## config.mk

```make
export PLATFORM = sky130hd
export DESIGN_NAME = view_id_allocator
export DESIGN_NICKNAME = d
export VERILOG_FILES = /design/src/via_pkg.sv /design/src/via_ctrl.sv /design/src/via_dpath.sv /design/src/view_id_allocator.sv
export SDC_FILE = /design/constraint.sdc
export NUM_CORES = 1
export LEC_CHECK = 0
export BUFFER_PORTS_ARGS = -buffer_cell sky130_fd_sc_hd__buf_2
export CAP_MARGIN = 40
export CORE_ASPECT_RATIO = 2
export CORE_MARGIN = 2
export CORE_UTILIZATION = 59
export CTS_CLUSTER_DIAMETER = 200
export DETAILED_ROUTE_END_ITERATION = 7
export PLACE_DENSITY_LB_ADDON = 0.25
export SLEW_MARGIN = 20
export SYNTH_ARGS = -nofsm -noshare
export SYNTH_HDL_FRONTEND = slang
export SYNTH_SLANG_ARGS = --single-unit
```

## constraint.sdc

```tcl
create_clock -name clk_i -period 7 [get_ports clk_i]
set_input_delay 1.4 -clock clk_i [delete_from_list [all_inputs] [get_ports clk_i]]
set_output_delay 1.4 -clock clk_i [all_outputs]
set_load 0.005 [all_outputs]
```

## src/via_pkg.sv

```systemverilog
// Shared types and constants for the view id allocator.
// Holds the transaction payloads, request codes and controller/datapath links.
// No dependencies.
`timescale 1ns / 1ps
`default_nettype none

package via_pkg;

  localparam logic [1:0] ReqAlloc   = 2'd0;
  localparam logic [1:0] ReqRelease = 2'd1;
  localparam logic [1:0] ReqReset   = 2'd2;

  localparam int unsigned FirstId = 1;
  localparam logic [15:0] SatMax  = 16'hFFFF;

  typedef struct packed {
    logic [1:0] req_type;
    logic [7:0] release_id;
  } via_req_t;

  typedef struct packed {
    logic [7:0]  granted_id;
    logic        used_fallback;
    logic [15:0] live_now;
    logic [15:0] live_peak;
    logic [15:0] exhaust_total;
    logic [6:0]  free_entries;
  } via_rsp_t;

  typedef struct packed {
    logic exec;
    logic load_pop;
  } via_cmd_t;

  typedef struct packed {
    logic pop_hit;
  } via_sts_t;

endpackage

`default_nettype wire

```

## src/via_ctrl.sv

```systemverilog
// Controller for the view id allocator: sequences accept, stack read and response.
// Depends on via_pkg.
`timescale 1ns / 1ps
`default_nettype none

module via_ctrl (
  input  wire logic           clk_i,
  input  wire logic           rst_ni,
  input  wire logic           in_valid_i,
  output logic                in_ready_o,
  output logic                out_valid_o,
  input  wire logic           out_ready_i,
  input  wire via_pkg::via_sts_t sts_i,
  output via_pkg::via_cmd_t   cmd_o
);
  import via_pkg::*;

  typedef enum logic [1:0] {
    StIdle,
    StPop,
    StResp
  } state_e;

  state_e state_q;
  logic   in_ready_q;
  logic   out_valid_q;

  assign cmd_o.exec     = in_valid_i & in_ready_q;
  assign cmd_o.load_pop = (state_q == StPop);
  assign in_ready_o     = in_ready_q;
  assign out_valid_o    = out_valid_q;

  always_ff @(posedge clk_i or negedge rst_ni) begin
    if (!rst_ni) begin
      state_q     <= StIdle;
      in_ready_q  <= 1'b1;
      out_valid_q <= 1'b0;
    end else begin
      unique case (state_q)
        StIdle: begin
          if (in_valid_i) begin
            in_ready_q <= 1'b0;
            if (sts_i.pop_hit) begin
              state_q <= StPop;
            end else begin
              state_q     <= StResp;
              out_valid_q <= 1'b1;
            end
          end
        end
        StPop: begin
          state_q     <= StResp;
          out_valid_q <= 1'b1;
        end
        StResp: begin
          if (out_ready_i) begin
            state_q     <= StIdle;
            out_valid_q <= 1'b0;
            in_ready_q  <= 1'b1;
          end
        end
        default: begin
          state_q     <= StIdle;
          in_ready_q  <= 1'b1;
          out_valid_q <= 1'b0;
        end
      endcase
    end
  end

endmodule

`default_nettype wire

```

## src/via_dpath.sv

```systemverilog
// Datapath for the view id allocator: free stack memory, bump pointer, counters.
// Result register holds the response. Depends on via_pkg.
`timescale 1ns / 1ps
`default_nettype none

module via_dpath #(
  parameter int unsigned MAX_ID     = 255,
  parameter int unsigned FREE_DEPTH = 64
) (
  input  wire logic              clk_i,
  input  wire logic              rst_ni,
  input  wire via_pkg::via_req_t req_i,
  input  wire via_pkg::via_cmd_t cmd_i,
  output via_pkg::via_sts_t      sts_o,
  output via_pkg::via_rsp_t      rsp_o
);
  import via_pkg::*;

  localparam int unsigned AW = (FREE_DEPTH > 1) ? $clog2(FREE_DEPTH) : 1;
  localparam int unsigned CW = $clog2(FREE_DEPTH + 1);
  localparam int unsigned EW = (CW > 7) ? CW : 7;
  localparam int unsigned NW = $clog2(MAX_ID + 2);
  localparam int unsigned GW = (NW > 8) ? NW : 8;
  localparam logic [CW-1:0] DepthC   = CW'(FREE_DEPTH);
  localparam logic [NW-1:0] MaxIdN   = NW'(MAX_ID);
  localparam logic [NW-1:0] FirstIdN = NW'(FirstId);
  localparam logic [7:0]    MaxIdLow = 8'(MAX_ID);

  logic [7:0]    mem_q [FREE_DEPTH];
  logic [7:0]    rd_q;
  logic [NW-1:0] fresh_q, fresh_d;
  logic [CW-1:0] top_q, top_d;
  logic [15:0]   live_q, live_d;
  logic [15:0]   peak_q, peak_d;
  logic [15:0]   exh_q, exh_d;
  via_rsp_t      rsp_q;

  logic          is_alloc, is_rel, stack_hit, fresh_ok, rel_ok, push_ok;
  logic [7:0]    grant;
  logic          fallback;
  logic [AW-1:0] pop_addr, push_addr;
  logic [GW-1:0] fresh_ext;
  logic [EW-1:0] top_ext;
  logic [16:0]   rid_w;

  assign is_alloc  = (req_i.req_type == ReqAlloc);
  assign is_rel    = (req_i.req_type == ReqRelease) && (req_i.release_id != 8'd0);
  assign stack_hit = (top_q != '0);
  assign fresh_ok  = (fresh_q <= MaxIdN);
  assign rid_w     = 17'(req_i.release_id);
  assign rel_ok    = (rid_w >= 17'(FirstId)) && (rid_w <= 17'(MAX_ID));
  assign push_ok   = is_rel && rel_ok && (top_q < DepthC);
  assign pop_addr  = AW'(top_q - CW'(1));
  assign push_addr = AW'(top_q);
  assign fresh_ext = GW'(fresh_q);

  assign sts_o.pop_hit = is_alloc && stack_hit;

  always_comb begin
    fresh_d  = fresh_q;
    top_d    = top_q;
    live_d   = live_q;
    peak_d   = peak_q;
    exh_d    = exh_q;
    grant    = 8'd0;
    fallback = 1'b0;
    unique case (req_i.req_type)
      ReqAlloc: begin
        if (stack_hit) begin
          top_d = top_q - CW'(1);
        end else if (fresh_ok) begin
          grant   = fresh_ext[7:0];
          fresh_d = fresh_q + NW'(1);
        end else begin
          grant    = MaxIdLow;
          fallback = 1'b1;
          if (exh_q != SatMax) begin
            exh_d = exh_q + 16'd1;
          end
        end
        if (live_q != SatMax) begin
          live_d = live_q + 16'd1;
        end
        if (live_d > peak_q) begin
          peak_d = live_d;
        end
      end
      ReqRelease: begin
        if (is_rel) begin
          if (live_q != 16'd0) begin
            live_d = live_q - 16'd1;
          end
          if (push_ok) begin
            top_d = top_q + CW'(1);
          end
        end
      end
      ReqReset: begin
        fresh_d = FirstIdN;
        top_d   = '0;
        live_d  = '0;
        peak_d  = '0;
        exh_d   = '0;
      end
      default: begin
        fresh_d = fresh_q;
      end
    endcase
  end

  assign top_ext = EW'(top_d);

  always_ff @(posedge clk_i or negedge rst_ni) begin
    if (!rst_ni) begin
      fresh_q <= FirstIdN;
      top_q   <= '0;
      live_q  <= '0;
      peak_q  <= '0;
      exh_q   <= '0;
    end else if (cmd_i.exec) begin
      fresh_q <= fresh_d;
      top_q   <= top_d;
      live_q  <= live_d;
      peak_q  <= peak_d;
      exh_q   <= exh_d;
    end
  end

  always_ff @(posedge clk_i) begin
    if (cmd_i.exec && push_ok) begin
      mem_q[push_addr] <= req_i.release_id;
    end
    if (cmd_i.exec && sts_o.pop_hit) begin
      rd_q <= mem_q[pop_addr];
    end
  end

  always_ff @(posedge clk_i) begin
    if (cmd_i.exec) begin
      rsp_q.granted_id    <= grant;
      rsp_q.used_fallback <= fallback;
      rsp_q.live_now      <= live_d;
      rsp_q.live_peak     <= peak_d;
      rsp_q.exhaust_total <= exh_d;
      rsp_q.free_entries  <= top_ext[6:0];
    end else if (cmd_i.load_pop) begin
      rsp_q.granted_id <= rd_q;
    end
  end

  assign rsp_o = rsp_q;

endmodule

`default_nettype wire

```

## src/view_id_allocator.sv

```systemverilog
// Top level of the view id allocator: LIFO free stack with bump allocation.
// Instantiates via_ctrl and via_dpath; depends on via_pkg.
//
//   port group   direction  handshake               payload
//   in_*         input      in_valid_i/in_ready_o   via_req_t  (req_type, release_id)
//   out_*        output     out_valid_o/out_ready_i via_rsp_t  (granted_id .. free_entries)
//
// The result is valid the cycle after the accepting edge; when an allocate pops
// the free stack, the StPop state comes first (one registered memory read).
// One transaction is in flight at a time; in_ready_o returns the cycle after
// the result is taken, so no new request is accepted until then.
// Reset empties the stack and clears the counters at once; no clearing pass.
// A stalled result holds in the output register until out_ready_i.
`timescale 1ns / 1ps
`default_nettype none

module view_id_allocator #(
  parameter int unsigned MAX_ID     = 255,
  parameter int unsigned FREE_DEPTH = 64
) (
  input  wire logic              clk_i,
  input  wire logic              rst_ni,
  input  wire logic              in_valid_i,
  output logic                   in_ready_o,
  input  wire via_pkg::via_req_t in_data_i,
  output logic                   out_valid_o,
  input  wire logic              out_ready_i,
  output via_pkg::via_rsp_t      out_data_o
);
  import via_pkg::*;

  via_cmd_t cmd;
  via_sts_t sts;

  via_ctrl u_ctrl (
    .clk_i       (clk_i),
    .rst_ni      (rst_ni),
    .in_valid_i  (in_valid_i),
    .in_ready_o  (in_ready_o),
    .out_valid_o (out_valid_o),
    .out_ready_i (out_ready_i),
    .sts_i       (sts),
    .cmd_o       (cmd)
  );

  via_dpath #(
    .MAX_ID     (MAX_ID),
    .FREE_DEPTH (FREE_DEPTH)
  ) u_dpath (
    .clk_i  (clk_i),
    .rst_ni (rst_ni),
    .req_i  (in_data_i),
    .cmd_i  (cmd),
    .sts_o  (sts),
    .rsp_o  (out_data_o)
  );

endmodule

`default_nettype wire
```

==> flow_summary.json, run 1 <==
{
  "path_cells": "ha_1 > and3_1 > nand3_1 > o2111ai_1 > xnor2_1 > inv_1 > ha_1 > nand3_1 > o221ai_1 > a221oi_1 > a21oi_1 > o21ai_2 > a32o_1",
  "layout-drive-gt1-share_pct": 20.4,
  "maxSlewViolCount": 0,
  "vias": 16500,
  "numCtsBuffers": 53,
  "min_period_ns": 4.55,
  "drc": 0,
  "coreArea_um2": 46800,
  "clk_latency_ns": 0.60,
  "clkSinkCount": 652,
  "clkTransAtPathRegs_ns": 0.07,
  "antenna_cells": 0,
  "area_delta_synth_final_pct": 11.0,
  "reg2reg_depth": 13,
  "crit_type": "reg -> reg",
  "grt_start_max_net_pins": 66,
  "leakagePower_nw": 10.3,
  "final_common_cell": "edfxtp_1",
  "crit_arrival_ns": 5.08,
  "boundaryPins": 80,
  "finish.instance_area_um2": 31000,
  "drt-initial-drc-count": 1721,
  "h-tree-depth": 2,
  "viasPerCell": 6.52,
  "finalCritPeriodShare_pct": 64.9,
  "setup_viol": 0,
  "port-buffer-count": 79,
  "yosysWarnings": 0,
  "syn_avg_cell_area_um2": 15.8,
  "slew_headroom_pct": 39.1,
  "drtAntennaViolNets": 0,
  "grt_usage_pct": 28.8,
  "status": "complete, no violations",
  "final_hold_viol_count": 0,
  "tightest_slew_ns": 0.911,
  "cp_max_fo": 16,
  "cts_tree": "yes",
  "whs_path_depth": 2,
  "grt_pass1_wl_um": 104000,
  "die_area_um2": 49300,
  "holdBufCountCts": 0,
  "max_freq_mhz": 220,
  "synthArstFlopShare_pct": 10.4,
  "num_rows": 112,
  "seq_area_frac_synth_pct": 68.8,
  "ys_top_cells_by_area": "edfxtp_1 (63%), mux4_2 (12%), dfrtp_1 (5.9%)",
  "cp.depth": 13,
  "grt_pass1_vias": 17100,
  "grt_antenna_before_repair": 0,
  "critical_path.startpoint_type": "register",
  "cap_violations": 0,
  "slowest_delay_ns": 0.67,
  "synth_top_area_share_pct": 62.7,
  "grt_overflow_total": 0,
  "final_cell_mix": "edfxtp_1 (584), nand2_1 (152), mux4_2 (146), nor2_1 (129), buf_2 (79)",
  "dpl.hpwl_um": 46300,
  "final_util_pct": 66.3,
  "fillers": 3227,
  "ir_drop_uv": 273,
  "synthesis.area_um2": 28000,
  "path_delay_family": "compound AO/OA/AOI/OAI gates",
  "synth_edf_count": 584,
  "crit_path_top_delay_cell": "o21ai_2",
  "initial_core_util_pct": 59.8,
  "clockBufferDepth": 3,
  "setup_ws_ns": 2.45,
  "wl_um": 68900,
  "gp_congestion": 0.897,
  "place_ws_ns": 2.21,
  "syn_nets": 1812,
  "power_mw": 11.4,
  "cts.repair.resized": 0,
  "worst-path-buf-inv": 1,
  "clockRootBuffer": "clkbuf_16",
  "ys_ff_latch": 652,
  "die_y_um": 312,
  "finalSetupTns_ns": 0,
  "critPathRequiredTime_ns": 7.54,
  "cp-end-kind": "register",
  "cts_setup_buffers": 0,
  "drtPass1Iterations": 5,
  "dieWidth_um": 158,
  "worst_hold_path_type": "reg -> reg",
  "yosys.area.top_type": "edfxtp_1",
  "yosys_most_used_dff": "edfxtp_1",
  "skew_ns": 0.0166,
  "cellPowerDensity_nw_per_um2": 368,
  "rsz0062_at_grt": "false",
  "wl_per_cell_um": 27.2,
  "fin_nets": 1897,
  "placed_area_um2": 29100,
  "synth.distinct_cells": 73,
  "synthCells": 1775
}
==> area by class of cell <==
class                      count  area [um^2]  area share [%]
timing repair buffer         135          882            2.84
clock buffer                  66         1400            4.50
inverter                      52          196           0.633
multi-input combinational    966         8180            26.4
clock inverter                34          355            1.14
tap                          627          785            2.53
sequential                   652        19200            62.0
==> worst reg2reg max path: cells and delay by family, from the launching register on <==
| family | cells | cell delay [ns] |
|---|---|---|
| AO/OA/AOI/OAI | 6 | 2.22 |
| XOR/XNOR | 1 | 0.42 |
| adder cells (fa/ha/maj) | 2 | 0.69 |
| buffers and inverters | 1 | 0.11 |
| AND/OR/NAND/NOR | 3 | 0.55 |
| flip-flops | 1 | 0.50 |
==> kinds of logic after synthesis <==
logic type	Yosys count	share of synthesized area, %
AO/OA/AOI/OAI	275	6.68
XOR/XNOR	35	1.10
adder cells (fa/ha/maj)	23	1.03
buffers and inverters	157	2.25
flip-flops	652	68.8
multiplexers	164	12.4
AND/OR/NAND/NOR	469	7.75
==> path summary, 6_finish.rpt <==
check                      slack [ns]                          endpoint                            from
max                              2.45    u_dpath.peak_q[15]$_DFFE_PN0P_   u_dpath.live_q[0]$_DFFE_PN0P_
min                              0.50    u_ctrl.out_valid_o$_DFFE_PN0P_  u_ctrl.out_valid_o$_DFFE_PN0P_
max reg2reg                      2.45    u_dpath.peak_q[15]$_DFFE_PN0P_   u_dpath.live_q[0]$_DFFE_PN0P_
min reg2reg                      0.50    u_ctrl.out_valid_o$_DFFE_PN0P_  u_ctrl.out_valid_o$_DFFE_PN0P_
max in group asynchronous        5.42  u_dpath.fresh_ext[0]$_DFFE_PN1P_                          rst_ni
min in group asynchronous        0.60     u_dpath.peak_q[2]$_DFFE_PN0P_                          rst_ni
==> cells in the mapped netlist (6+ instances only) <==
library cell	instances
or4_1	6
nand2_1	153
nor2b_1	6
a21oi_1	49
mux2i_1	14
and4_1	7
xnor2_1	22
or3_1	15
o21ai_1	6
inv_1	51
o22ai_1	22
o21ai_0	66
clkbuf_1	79
nand3_1	54
nand4_1	24
buf_2	20
a31oi_1	14
xor2_1	13
ha_1	23
and3_1	10
a21o_1	11
nor2_1	129
a41o_1	7
o31ai_1	8
nor4_1	13
a22o_1	17
nor3_1	31
mux4_2	146
edfxtp_1	584
dfrtp_1	66
o2bb2ai_1	15
==> report_power, final <==
| group | switching (mW) | internal [mW] | total (mW) |
|---|---|---|---|
| registers | 0.222 | 4.43 | 4.65 |
| clock network | 1.37 | 1.65 | 3.03 |
| logic | 2.13 | 1.61 | 3.74 |
==> metrics by stage <==
| stage | hold WS (ns) | std cells |
|---|---|---|
| after detailed placement | 0.494 | 2416 |
| after global routing | 0.531 | 2532 |
| after global placement | 0.475 | 2407 |
| final | 0.502 | 2532 |
| after floorplan | 0.471 | 1775 |
| after CTS | 0.510 | 2516 |
==> registers in the layout (all words and copies together), names as in the netlist <==
name                count
u_dpath.mem_q         512
u_dpath.rsp_o          64
u_dpath.exh_q          16
u_dpath.live_q         16
u_dpath.peak_q         16
u_dpath.fresh_ext       9
u_dpath.rd_q            8
u_dpath.top_q           7
u_ctrl.state_q          2
u_ctrl.in_ready_o       1
u_ctrl.out_valid_o      1
==> metal layers <==
metal,global-route usage [%],vias to the layer above,part of all wire [%]
li1,-,7176,-
met1,32.3,8286,32
met2,50.4,805,53
met3,3.61,232,6.0
met4,20.2,0,8.5
met5,0,-,0
(Power assumes the default switching activity.)
==> inputs of run 2 (changes only) <==
clock period = 4.3 ns   (was 7 ns; I/O delays follow)
==> flow_summary.json, run 2 (synthesis gave the netlist of run 1 again) <==
{
  "status": "complete, no violations",
  "setup_viol": 0,
  "finalSetupTns_ns": 0,
  "dpl.hpwl_um": 48200,
  "cp-end-kind": "register",
  "area_delta_synth_final_pct": 12.0,
  "reg2reg_depth": 14,
  "wl_um": 70900,
  "cts_setup_buffers": 0,
  "ir_drop_uv": 514,
  "cap_violations": 0,
  "setup_ws_ns": 0.348,
  "drt-initial-drc-count": 1634,
  "layout-drive-gt1-share_pct": 22.4,
  "tightest_slew_ns": 0.885,
  "finalCritPeriodShare_pct": 91.9,
  "cellPowerDensity_nw_per_um2": 589,
  "regMostFlops": "u_dpath.mem_q",
  "path_cells": "and4_1 > nand3_1 > o31ai_1 > xor2_1 > inv_1 > ha_1 > a21oi_1 > o221ai_1 > a221oi_1 > a21oi_1 > buf_4 > o21ai_1 > buf_4 > o2bb2ai_1",
  "leakagePower_nw": 10.5,
  "clkSinkCount": 652,
  "h-tree-depth": 2,
  "grt_pass1_wl_um": 105000,
  "initial_core_util_pct": 59.8,
  "fin_cells": 2584,
  "crit_arrival_ns": 4.48,
  "die_area_um2": 49300,
  "gp_congestion": 0.918,
  "slew_headroom_pct": 40.8,
  "grt_overflow_total": 0,
  "drtAntennaViolNets": 0,
  "grt_antenna_before_repair": 0,
  "wl_per_cell_um": 27.4,
  "final_hold_viol_count": 0,
  "boundaryPins": 80,
  "final_common_cell": "edfxtp_1",
  "vias": 16800,
  "port-buffer-count": 79,
  "die_y_um": 312,
  "worst_hold_path_type": "in -> async",
  "drc": 0,
  "critPathRequiredTime_ns": 4.82,
  "min_period_ns": 3.95,
  "grt_pass1_vias": 16900,
  "skew_ns": 0.0175,
  "cts.repair.resized": 0,
  "clkTransAtPathRegs_ns": 0.07,
  "rsz0062_at_grt": "false",
  "viasPerCell": 6.49,
  "clk_latency_ns": 0.61,
  "fin_nets": 1950,
  "num_rows": 112,
  "drtPass1Iterations": 6,
  "place_inst": 2464,
  "dieWidth_um": 158,
  "largest_reg_flops": 512,
  "cp.depth": 14,
  "cts_tree": "yes",
  "max_freq_mhz": 253,
  "cp_max_fo": 12,
  "crit_path_top_delay_cell": "dfrtp_1",
  "path_delay_family": "compound AO/OA/AOI/OAI gates",
  "final_cell_mix": "edfxtp_1 (584), nand2_1 (152), mux4_2 (146), nor2_1 (129), buf_4 (104)",
  "coreArea_um2": 46800,
  "grt_usage_pct": 29.2,
  "maxSlewViolCount": 0,
  "crit_type": "reg -> reg",
  "slowest_delay_ns": 0.57,
  "clockBufferDepth": 3,
  "place_ws_ns": 0.457,
  "numCtsBuffers": 52,
  "antenna_cells": 0,
  "worst-path-buf-inv": 3,
  "holdBufCountCts": 0,
  "grt_start_max_net_pins": 103,
  "critical_path.startpoint_type": "register",
  "clockRootBuffer": "clkbuf_16"
}
[run 2: cell types whose count changed in the layout (fill, tap and decap cells not counted), sizes merged]
cell and delta:
buf +54, bufinv -5, clkbuf +6, clkinv -3, clkinvlp +1, inv -1
[run 2: through the flow]
stage	power, mW	util [%]	area [um^2]	hold slack, ns
2_1_floorplan	11.7	-	28000	0.471
5_1_grt	19.2	66.9	31300	0.293
4_1_cts	18.5	66.6	31200	0.271
6_report	18.5	66.9	31300	0.262
3_3_place_gp	13.9	62.9	29400	0.471
3_5_place_dp	13.9	63.1	29500	0.470
[run 2: final cells by class]
| type | count | area (um^2) |
|---|---|---|
| multi-input cells | 966 | 8170 |
| inverters | 52 | 196 |
| well taps | 627 | 785 |
| clock buffers | 72 | 1470 |
| clock inverters | 26 | 170 |
| fillers | 3238 | 15500 |
| flip-flops and latches | 652 | 19200 |
| repair buffers | 189 | 1280 |
[run 2: path summary, 6_finish.rpt]
check                                                from                             end  slack, ns
min in group clk_i         u_ctrl.out_valid_o$_DFFE_PN0P_  u_ctrl.out_valid_o$_DFFE_PN0P_       0.48
hold reg to reg            u_ctrl.out_valid_o$_DFFE_PN0P_  u_ctrl.out_valid_o$_DFFE_PN0P_       0.48
setup reg to reg           u_dpath.live_q[10]$_DFFE_PN0P_  u_dpath.peak_q[13]$_DFFE_PN0P_       0.35
max in group asynchronous                          rst_ni    u_dpath.top_q[0]$_DFFE_PN0P_       2.89
setup / recovery           u_dpath.live_q[10]$_DFFE_PN0P_  u_dpath.peak_q[13]$_DFFE_PN0P_       0.35
hold / removal                                     rst_ni   u_dpath.peak_q[9]$_DFFE_PN0P_       0.26
[run 2: where the power goes]
group	switching, mW	total [mW]	internal (mW)	leakage, nW
registers	0.216	7.43	7.22	6.13
clock network	2.17	4.63	2.46	0.800
logic	3.62	6.40	2.77	3.59
total	6.01	18.5	12.4	10.5
[run 2: routing by layer]
metal | track usage, % | routed length (um) | vias to the layer above
li1 | - | - | 7281
met4 | 16.5 | 4650 | 0
met1 | 32.2 | 23500 | 8535
met2 | 53.9 | 39200 | 742
met3 | 3.18 | 3570 | 203
met5 | 0 | 0 | -
[run 2: worst register-to-register path, stage by stage (launching register included)]
cell	delay (ns)
dfrtp_1	0.57
and4_1	0.35
nand3_1	0.18
o31ai_1	0.40
xor2_1	0.30
inv_1	0.08
ha_1	0.31
a21oi_1	0.14
o221ai_1	0.21
a221oi_1	0.45
a21oi_1	0.15
buf_4	0.19
o21ai_1	0.16
buf_4	0.23
o2bb2ai_1	0.15
